--- src/rtl/rc_receiver_hop_controller_top_macros.svh ---
// assertion helpers, clocked on clk and quiet while rst_n is low
`ifndef RC_RECEIVER_HOP_CONTROLLER_TOP_MACROS_SVH
`define RC_RECEIVER_HOP_CONTROLLER_TOP_MACROS_SVH

// consequent checked in the same cycle
`define RCHC_ASSERT_SAME(label, ante, cons, msg) \
    label: assert property (@(posedge clk) disable iff (!rst_n) (ante) |-> (cons)) \
        else $error(msg);

// consequent checked in the next cycle
`define RCHC_ASSERT_NEXT(label, ante, cons, msg) \
    label: assert property (@(posedge clk) disable iff (!rst_n) (ante) |=> (cons)) \
        else $error(msg);

`endif

--- src/rtl/rchc_pkg.sv ---
package rchc_pkg;

    localparam int unsigned MAX_SKIP_VAL = 9;
    localparam int unsigned SKIP_W = 4;
    localparam logic [SKIP_W-1:0] MAX_SKIP = SKIP_W'(MAX_SKIP_VAL);

    localparam logic [7:0] DATA_HEADER = 8'h55;
    localparam logic [3:0] OFFSET_CAP = 4'd9;
    localparam logic [16:0] TIMER_MAX = 17'h1FFFF;

    localparam logic [31:0] TX_ID_RESET = 32'd0;
    localparam logic [15:0] IDLE_TIMEOUT_RESET = 16'd28000;
    localparam logic [15:0] HOP_PERIOD_RESET = 16'd1450;
    localparam logic [15:0] READ_DELAY_RESET = 16'd2600;

    localparam int unsigned PADDR_W = 4;

    typedef enum logic [1:0] {
        REG_TX_ID        = 2'd0,
        REG_IDLE_TIMEOUT = 2'd1,
        REG_HOP_PERIOD   = 2'd2,
        REG_READ_DELAY   = 2'd3
    } reg_addr_t;

    typedef enum logic [1:0] {
        CMD_POLL    = 2'd0,
        CMD_ERROR   = 2'd1,
        CMD_PACKET  = 2'd2,
        CMD_RESTART = 2'd3
    } cmd_t;

    typedef enum logic [2:0] {
        ST_IDLE     = 3'd0,
        ST_TIMEOUT  = 3'd1,
        ST_CRC      = 3'd2,
        ST_FORMAT   = 3'd3,
        ST_MISMATCH = 3'd4,
        ST_ACCEPT   = 3'd5
    } status_t;

    typedef enum logic [1:0] {
        S_IDLE = 2'd0,
        S_EVAL = 2'd1,
        S_SKIP = 2'd2,
        S_OUT  = 2'd3
    } state_t;

    typedef struct packed {
        logic [1:0]  cmd;
        logic [15:0] elapsed_us;
        logic [7:0]  header_byte;
        logic [31:0] packet_id;
        logic [47:0] msb_bytes;
        logic [15:0] loop_time_us;
    } in_beat_t;

    typedef struct packed {
        logic [7:0]        radio_channel;
        logic [2:0]        status;
        logic [SKIP_W-1:0] skipped;
    } out_beat_t;

    typedef struct packed {
        logic              done;
        logic [SKIP_W-1:0] count;
    } skip_stat_t;

    localparam logic [7:0] HOP_TABLE [8][16] = '{
        '{8'h0a, 8'h5a, 8'h14, 8'h64, 8'h1e, 8'h6e, 8'h28, 8'h78,
          8'h32, 8'h82, 8'h3c, 8'h8c, 8'h46, 8'h96, 8'h50, 8'ha0},
        '{8'h0a, 8'h5a, 8'h50, 8'ha0, 8'h14, 8'h64, 8'h46, 8'h96,
          8'h1e, 8'h6e, 8'h3c, 8'h8c, 8'h28, 8'h78, 8'h32, 8'h82},
        '{8'h28, 8'h78, 8'h0a, 8'h5a, 8'h50, 8'ha0, 8'h14, 8'h64,
          8'h1e, 8'h6e, 8'h3c, 8'h8c, 8'h32, 8'h82, 8'h46, 8'h96},
        '{8'h50, 8'ha0, 8'h28, 8'h78, 8'h0a, 8'h5a, 8'h1e, 8'h6e,
          8'h3c, 8'h8c, 8'h32, 8'h82, 8'h46, 8'h96, 8'h14, 8'h64},
        '{8'h50, 8'ha0, 8'h46, 8'h96, 8'h3c, 8'h8c, 8'h28, 8'h78,
          8'h0a, 8'h5a, 8'h32, 8'h82, 8'h1e, 8'h6e, 8'h14, 8'h64},
        '{8'h46, 8'h96, 8'h3c, 8'h8c, 8'h50, 8'ha0, 8'h28, 8'h78,
          8'h0a, 8'h5a, 8'h1e, 8'h6e, 8'h32, 8'h82, 8'h14, 8'h64},
        '{8'h46, 8'h96, 8'h0a, 8'h5a, 8'h3c, 8'h8c, 8'h14, 8'h64,
          8'h50, 8'ha0, 8'h28, 8'h78, 8'h1e, 8'h6e, 8'h32, 8'h82},
        '{8'h46, 8'h96, 8'h0a, 8'h5a, 8'h50, 8'ha0, 8'h3c, 8'h8c,
          8'h28, 8'h78, 8'h1e, 8'h6e, 8'h32, 8'h82, 8'h14, 8'h64}
    };

    function automatic logic [7:0] channel_of(input logic [31:0] id, input logic [3:0] col);
        logic [3:0] off;
        begin
            off = (id[7:4] > OFFSET_CAP) ? OFFSET_CAP : id[7:4];
            channel_of = HOP_TABLE[id[3:1]][col] - {4'd0, off} - 8'd1;
        end
    endfunction

    function automatic logic [3:0] hop_step(input logic [31:0] id);
        begin
            hop_step = id[0] ? 4'hF : 4'h1;
        end
    endfunction

endpackage

--- src/rtl/rchc_skip_unit.sv ---
module rchc_skip_unit (
    input  logic                clk,
    input  logic                rst_n,
    input  logic                start,
    input  logic [16:0]         rem_init,
    input  logic [15:0]         period,
    output rchc_pkg::skip_stat_t stat
);

    logic                        busy_reg, busy_next;
    logic [16:0]                 rem_reg, rem_next;
    logic [rchc_pkg::SKIP_W-1:0] cnt_reg, cnt_next;
    logic                        stop;

    // one compare and one subtract per cycle while busy
    assign stop = (cnt_reg == rchc_pkg::MAX_SKIP) || (rem_reg < {1'b0, period});

    always_comb
    begin
        busy_next = busy_reg;
        rem_next  = rem_reg;
        cnt_next  = cnt_reg;
        if (start)
        begin
            busy_next = 1'b1;
            rem_next  = rem_init;
            cnt_next  = '0;
        end
        else if (busy_reg)
        begin
            if (stop)
            begin
                busy_next = 1'b0;
            end
            else
            begin
                rem_next = rem_reg - {1'b0, period};
                cnt_next = cnt_reg + rchc_pkg::SKIP_W'(1);
            end
        end
    end

    always_ff @(posedge clk or negedge rst_n)
    begin
        if (!rst_n)
        begin
            busy_reg <= 1'b0;
        end
        else
        begin
            busy_reg <= busy_next;
        end
    end

    always_ff @(posedge clk)
    begin
        rem_reg <= rem_next;
        cnt_reg <= cnt_next;
    end

    assign stat.done  = busy_reg && stop;
    assign stat.count = cnt_reg;

endmodule

--- src/rtl/rc_receiver_hop_controller_top.sv ---
// Receiver hop controller. Each event beat is taken when in_valid is high and in_stall low,
// and gives exactly one result beat. An event passes accept, evaluate and result load; an
// accepted packet also goes through the subtract-and-compare unit, which counts whole hop
// periods, up to MAX_SKIP of 9. in_stall stays high from acceptance until the result is
// loaded into the output register, which holds it while out_stall is high. The user must write
// registers over the APB port only while no event is in flight; nothing here enforces it.
`include "rc_receiver_hop_controller_top_macros.svh"

module rc_receiver_hop_controller_top (
    input  logic                           clk,
    input  logic                           rst_n,
    input  logic                           psel,
    input  logic                           penable,
    input  logic                           pwrite,
    input  logic [rchc_pkg::PADDR_W-1:0]   paddr,
    input  logic [31:0]                    pwdata,
    output logic [31:0]                    prdata,
    output logic                           pready,
    input  logic                           in_valid,
    output logic                           in_stall,
    input  rchc_pkg::in_beat_t             in_data,
    output logic                           out_valid,
    input  logic                           out_stall,
    output rchc_pkg::out_beat_t            out_data
);

    logic [31:0] tx_id_reg;
    logic [15:0] idle_timeout_reg;
    logic [15:0] hop_period_reg;
    logic [15:0] read_delay_reg;

    rchc_pkg::state_t    state_reg, state_next;
    rchc_pkg::in_beat_t  in_reg;
    rchc_pkg::out_beat_t out_reg, out_next;
    logic                out_valid_reg, out_valid_next;
    logic [3:0]          col_reg, col_next;
    logic [16:0]         idle_timer_reg, idle_timer_next;
    logic [2:0]          status_reg, status_next;
    logic [rchc_pkg::SKIP_W-1:0] skipped_reg, skipped_next;

    logic        in_accept;
    logic        cfg_write;
    logic [17:0] timer_sum;
    logic [16:0] timer_sat;
    logic        format_ok;
    logic        skip_start;
    logic [16:0] rem_init;
    logic [3:0]  step;
    rchc_pkg::skip_stat_t skip_stat;

    assign pready    = 1'b1;
    assign cfg_write = psel && penable && pwrite;

    always_ff @(posedge clk or negedge rst_n)
    begin
        if (!rst_n)
        begin
            tx_id_reg        <= rchc_pkg::TX_ID_RESET;
            idle_timeout_reg <= rchc_pkg::IDLE_TIMEOUT_RESET;
            hop_period_reg   <= rchc_pkg::HOP_PERIOD_RESET;
            read_delay_reg   <= rchc_pkg::READ_DELAY_RESET;
        end
        else if (cfg_write)
        begin
            case (rchc_pkg::reg_addr_t'(paddr[3:2]))
                rchc_pkg::REG_TX_ID:        tx_id_reg        <= pwdata;
                rchc_pkg::REG_IDLE_TIMEOUT: idle_timeout_reg <= pwdata[15:0];
                rchc_pkg::REG_HOP_PERIOD:   hop_period_reg   <= pwdata[15:0];
                rchc_pkg::REG_READ_DELAY:   read_delay_reg   <= pwdata[15:0];
                default:                    ;
            endcase
        end
    end

    always_comb
    begin
        case (rchc_pkg::reg_addr_t'(paddr[3:2]))
            rchc_pkg::REG_TX_ID:        prdata = tx_id_reg;
            rchc_pkg::REG_IDLE_TIMEOUT: prdata = {16'd0, idle_timeout_reg};
            rchc_pkg::REG_HOP_PERIOD:   prdata = {16'd0, hop_period_reg};
            rchc_pkg::REG_READ_DELAY:   prdata = {16'd0, read_delay_reg};
            default:                    prdata = '0;
        endcase
    end

    assign in_stall  = (state_reg != rchc_pkg::S_IDLE);
    assign in_accept = in_valid && !in_stall;

    assign timer_sum = {1'b0, idle_timer_reg} + {2'b00, in_reg.elapsed_us};
    assign timer_sat = timer_sum[17] ? rchc_pkg::TIMER_MAX : timer_sum[16:0];
    assign step      = rchc_pkg::hop_step(tx_id_reg);
    assign rem_init  = {1'b0, in_reg.loop_time_us} + {1'b0, read_delay_reg};

    // header must be DATA_HEADER and every channel msb byte must have a clear upper nibble
    always_comb
    begin
        format_ok = (in_reg.header_byte == rchc_pkg::DATA_HEADER);
        for (int i = 0; i < 6; i++)
        begin
            if (in_reg.msb_bytes[8*i+4 +: 4] != 4'd0)
            begin
                format_ok = 1'b0;
            end
        end
    end

    rchc_skip_unit u_skip (
        .clk      (clk),
        .rst_n    (rst_n),
        .start    (skip_start),
        .rem_init (rem_init),
        .period   (hop_period_reg),
        .stat     (skip_stat)
    );

    always_comb
    begin
        state_next      = state_reg;
        col_next        = col_reg;
        idle_timer_next = idle_timer_reg;
        status_next     = status_reg;
        skipped_next    = skipped_reg;
        out_next        = out_reg;
        out_valid_next  = out_valid_reg && out_stall;
        skip_start      = 1'b0;
        case (state_reg)
            rchc_pkg::S_IDLE:
            begin
                if (in_accept)
                begin
                    state_next = rchc_pkg::S_EVAL;
                end
            end
            rchc_pkg::S_EVAL:
            begin
                skipped_next    = '0;
                idle_timer_next = timer_sat;
                state_next      = rchc_pkg::S_OUT;
                case (rchc_pkg::cmd_t'(in_reg.cmd))
                    rchc_pkg::CMD_POLL:
                    begin
                        status_next = rchc_pkg::ST_IDLE;
                        if (timer_sat > {1'b0, idle_timeout_reg})
                        begin
                            col_next        = col_reg + step;
                            idle_timer_next = '0;
                            status_next     = rchc_pkg::ST_TIMEOUT;
                        end
                    end
                    rchc_pkg::CMD_ERROR:
                    begin
                        status_next = rchc_pkg::ST_CRC;
                    end
                    rchc_pkg::CMD_PACKET:
                    begin
                        if (!format_ok)
                        begin
                            status_next = rchc_pkg::ST_FORMAT;
                        end
                        else if (in_reg.packet_id != tx_id_reg)
                        begin
                            status_next = rchc_pkg::ST_MISMATCH;
                        end
                        else
                        begin
                            status_next     = rchc_pkg::ST_ACCEPT;
                            idle_timer_next = '0;
                            skip_start      = 1'b1;
                            state_next      = rchc_pkg::S_SKIP;
                        end
                    end
                    rchc_pkg::CMD_RESTART:
                    begin
                        col_next        = step;
                        idle_timer_next = '0;
                        status_next     = rchc_pkg::ST_IDLE;
                    end
                    default:
                    begin
                        status_next = rchc_pkg::ST_IDLE;
                    end
                endcase
            end
            rchc_pkg::S_SKIP:
            begin
                if (skip_stat.done)
                begin
                    col_next     = col_reg + 4'(skip_stat.count) + step;
                    skipped_next = skip_stat.count;
                    state_next   = rchc_pkg::S_OUT;
                end
            end
            rchc_pkg::S_OUT:
            begin
                if (!out_valid_reg || !out_stall)
                begin
                    out_next.radio_channel = rchc_pkg::channel_of(tx_id_reg, col_reg);
                    out_next.status        = status_reg;
                    out_next.skipped       = skipped_reg;
                    out_valid_next         = 1'b1;
                    state_next             = rchc_pkg::S_IDLE;
                end
            end
            default:
            begin
                state_next = rchc_pkg::S_IDLE;
            end
        endcase
    end

    always_ff @(posedge clk or negedge rst_n)
    begin
        if (!rst_n)
        begin
            state_reg      <= rchc_pkg::S_IDLE;
            out_valid_reg  <= 1'b0;
            col_reg        <= '0;
            idle_timer_reg <= '0;
        end
        else
        begin
            state_reg      <= state_next;
            out_valid_reg  <= out_valid_next;
            col_reg        <= col_next;
            idle_timer_reg <= idle_timer_next;
        end
    end

    always_ff @(posedge clk)
    begin
        if (in_accept)
        begin
            in_reg <= in_data;
        end
        out_reg     <= out_next;
        status_reg  <= status_next;
        skipped_reg <= skipped_next;
    end

    assign out_valid = out_valid_reg;
    assign out_data  = out_reg;

    `RCHC_ASSERT_SAME(a_skip_only_accept, out_valid_reg && (out_reg.skipped != '0), out_reg.status == rchc_pkg::ST_ACCEPT, "skip count on a beat that is not an accepted packet")
    `RCHC_ASSERT_SAME(a_skip_cap, out_valid_reg, out_reg.skipped <= rchc_pkg::MAX_SKIP, "skip count above cap")
    `RCHC_ASSERT_NEXT(a_accept_eval, in_valid && !in_stall, state_reg == rchc_pkg::S_EVAL, "accepted beat not evaluated next")
    `RCHC_ASSERT_NEXT(a_skip_timer_clear, (state_reg == rchc_pkg::S_SKIP) && skip_stat.done, idle_timer_reg == '0, "idle timer not cleared after accepted packet")

endmodule

--- config.mk ---
export PLATFORM = sky130hd
export DESIGN_NAME = rc_receiver_hop_controller_top
export DESIGN_NICKNAME = d
export VERILOG_FILES = /design/src/rtl/rchc_pkg.sv /design/src/rtl/rchc_skip_unit.sv /design/src/rtl/rc_receiver_hop_controller_top.sv
export VERILOG_INCLUDE_DIRS = /design/src /design/src/rtl
export SDC_FILE = /design/constraint.sdc
export NUM_CORES = 1
export LEC_CHECK = 0
export BUFFER_PORTS_ARGS = -buffer_cell sky130_fd_sc_hd__clkbuf_2
export CAP_MARGIN = 5
export CORE_AREA = 3 3 142 199
export CTS_CLUSTER_DIAMETER = 100
export DETAILED_ROUTE_END_ITERATION = 10
export DIE_AREA = 0 0 145 202
export PLACE_DENSITY = 0.78
export SLEW_MARGIN = 40
export SYNTH_ARGS = -nofsm -noshare
export SYNTH_HDL_FRONTEND = slang
export SYNTH_HIERARCHICAL = 1
export SYNTH_SLANG_ARGS = --single-unit
--- constraint.sdc ---
create_clock -name clk -period 4.1 [get_ports clk]
set_input_delay 0.41 -clock clk [delete_from_list [all_inputs] [get_ports clk]]
set_output_delay 0.41 -clock clk [all_outputs]
set_load 0.02 [all_outputs]
==> summary.md <==
| Metric | Value |
|---|---|
| Top-count cell post-synth | edfxtp_1 |
| PortBufs | 187 |
| Worst EP required | around 4.6 ns |
| Clock buffer depth | 3 |
| Met1 usage | 26.7% |
| Final setup margin | -0.0187 ns |
| Worst r2r src | idle_timer_reg[1] |
| Num ports | approximately 220 |
| Slew @ Worst Pin | approximately 0.77 ns |
| Run status | finished, violations left |
| Reg clk slew, reported paths | around 0.06 ns |
| Hold Path End | in_reg[82] |
| CTS tree | yes |
| Synthesized net count | 1466 |
| Met2 usage | approximately two fifths |
| Max FFs per register | 98 |
| Yosys cell types | 84 |
| CP arrival | 4.57 ns |
| CTS Root Cell | clkbuf_16 |
| DR vias/cell | 5.62 |
| DRC | 0 |
| Max_slew headroom | 48.7% |
| Highest clock rate | 243 MHz |
| Top cells by count, synth | edfxtp_1 (137), dfrtp_1 (88), inv_1 (88), nand2_1 (83), ha_1 (82) |
| Global-route wire length before repair | about 55 mm |
| HP Start | in_data[82] |
| Failing checks | setup timing |
| Pin count of the biggest net entering global routing | just over 60 |
| Vias in the first global route | roughly 11k |
| CTS Buf Count | 25 |
| Unrepaired setup endpoints after global routing | true |
| CP startpoint kind | flip-flop |
| ANT nets after route | 0 |
| Initial antenna violation count | 4 |
| Final Cycle Share | 100% |
| Design Power | 11.8 mW |
| Die H | 202 um |
| R2R depth | 20 |
| Drt wl/cell | roughly 19 um |
| Top-area cell type share of the netlist area | between 20 and 30% |
| Mapped cell area | ~14000 um2 |
| Cell count after synthesis | between 1k and 1.5k |
| WS Path Type | reg -> reg |
| Minimum clock period | approximately 4.1 ns |
| Post-synthesis async set-or-reset flop share | 42.7% |
| DRT iter0 DRCs | 713 |
| Pwr/cell area | 706 nW/um2 |
| HPWL after DPL | ~26 mm |
| Count of warnings emitted by yosys | 6 |
| Layer with the highest usage | met2 |
| Seq/Total Area, Yosys | 49.6% |
| Fin Clk Skew | roughly 0.013 ns |
| Flop-to-flop setup slack | -0.02 ns |
| Max-cap violations | 0 |
| CTS H-tree depth | 1 |
| CP Capture Type | flip-flop |
| Worst vdd ir | roughly 480 uV |
| Share of layout cells above drive strength 1 | ~32% |
| Gpl congestion | between 0.8 and 0.9 |
| Area growth syn-to-layout | 21.0% |
| Area leader, netlist | edfxtp_1 |
| Wirelength, routed | ~35 mm |
| Initial Utilization | between 50 and 60% |
| GRT Total Usage | a little under a quarter |
| Final Hold Fails | 0 |
| GRT overflow | 0 |
| Post-Syn Area per Cell | ~11 um2 |
| Setup WS pre-CTS | -0.239 ns |
| Met3 Use GR | about 3.7% |
| # rows | about 70 |
| Hold Crit Depth | 1 |
| Synth Register Bits | between 200 and 250 |
| CTS Sinks | between 200 and 250 |
| NumNets Final | between 1.5k and 2k |
| Top_reg_cell synth | edfxtp_1 |
| Core box area | 26700 um2 |
| Hold Crit Class | in -> reg |
| Area contributors post-synth | edfxtp_1 (30%), dfrtp_1 (16%), ha_1 (7.4%), mux2_2 (5.6%), dfstp_2 (3.2%) |
| Setup-failing EPs final | 1 |
| Worst-skew pair later-pin latency | between 0.5 and 0.6 ns |
| Worst hold margin | between 0.04 and 0.05 ns |
| Drt first pass iters | 5 |
| Pins Over Slew Limit | 0 |
| Worst r2r dst | idle_timer_reg[1] |
| Leak | roughly 7 nW |
| CP max FO | 8 |
| Via count | 10.3k |
| Die ar. | 29300 um2 |
| Die width | between 100 and 150 um |
| Post-synth EDFFs | between 100 and 150 |
what timing repair did:
item / in CTS / in global routing
endpoints found under the hold margin: 33 / 0
gates cloned: 0 / 1
resized for setup: 13 / 37
hold buffers: 1 / 0
setup buffers: 1 / 7
setup endpoints to repair: 21 / 21
pin swaps: 6 / 28
placed cells by master (no fill, tap or decap), types with 9 or more instances in the layout:
master / count
clkbuf_2: 186
edfxtp_1: 137
inv_1: 87
dfrtp_1: 87
nand2_1: 83
ha_1: 77
nor2_1: 70
o21ai_0: 69
mux2_2: 67
buf_4: 63
a21oi_1: 53
xor2_1: 47
xnor2_1: 36
clkbuf_16: 26
and2_1: 24
nor3_1: 18
mux4_2: 17
dfstp_2: 17
nor4_1: 16
a21o_1: 15
nor2b_1: 13
nand3_1: 13
o211ai_1: 12
a211oi_1: 12
o2bb2ai_2: 11
nand2b_1: 9
a31oi_1: 9
worst max path at each step:
stage,start,endpoint,slack [ns]
5_1_grt,in_reg[114],idle_timer_reg[1],-0.19
2_1_floorplan,in_reg[104],idle_timer_reg[10],0.17
6_report,idle_timer_reg[1],idle_timer_reg[1],-0.02
3_3_place_gp,in_reg[104],col_reg[2],-0.11
3_5_place_dp,in_reg[104],col_reg[2],-0.24
4_1_cts,idle_timer_reg[0],idle_timer_reg[3],0.002
per-layer routing:
layer	routed length (um)	vias up
li1	-	4879
met1	13200	5014
met2	18100	342
met3	1870	96
met4	1750	6
met5	36	-
final cells by class:
type	instances	area [um2]
flip-flops and latches	246	6840
clock buffers	32	692
fillers	2060	10000
diodes	2	5.00
inverters	89	334
well taps	365	457
repair buffers	259	1560
multi-input cells	831	6680
clock inverters	14	133
through the flow:
stage,TNS [ns],instance area (um2),utilization [%],instances
finish,-0.0187,16700,62.5,1838
global route,-2.31,16700,62.5,1837
CTS,0,16400,61.5,1829
detailed placement,-3.44,15500,58.1,1781
global placement,-1.30,15500,58.0,1781
floorplan,0,13800,-,1211
critical path, stage by stage, from the launching register on:
cell	delay, ns
dfrtp_2	0.44
buf_4	0.15
fa_2	0.39
a211oi_2	0.28
o211a_1	0.24
nor2_2	0.07
buf_6	0.13
a31oi_4	0.17
xnor2_1	0.09
nor2_1	0.15
inv_1	0.09
ha_4	0.22
a211oi_2	0.21
nor2_1	0.07
nor3_1	0.16
nor2_1	0.10
o31ai_4	0.31
a21boi_4	0.26
o31ai_4	0.13
buf_12	0.19
o2bb2ai_1	0.16
cells by family (layout without fill, tap and decap cells):
family          count (synthesis)  in the layout  share of synthesized area [%]
simple gates                  300            300                           10.6
mux                            91             91                           8.76
fa+ha+maj                      90             90                           8.59
compound gates                266            266                           13.3
flops                         246            246                           49.6
buf+inv                       134            394                           3.92
xor+xnor                       83             83                           5.26
other cells                     1              3                         0.0272
power by group:
part           switching, mW  internal [mW]
sequential             0.415           3.34
combinational           3.10           2.64
clock                  0.976           1.33
Note: power is estimated with default switching activity, not from simulation.
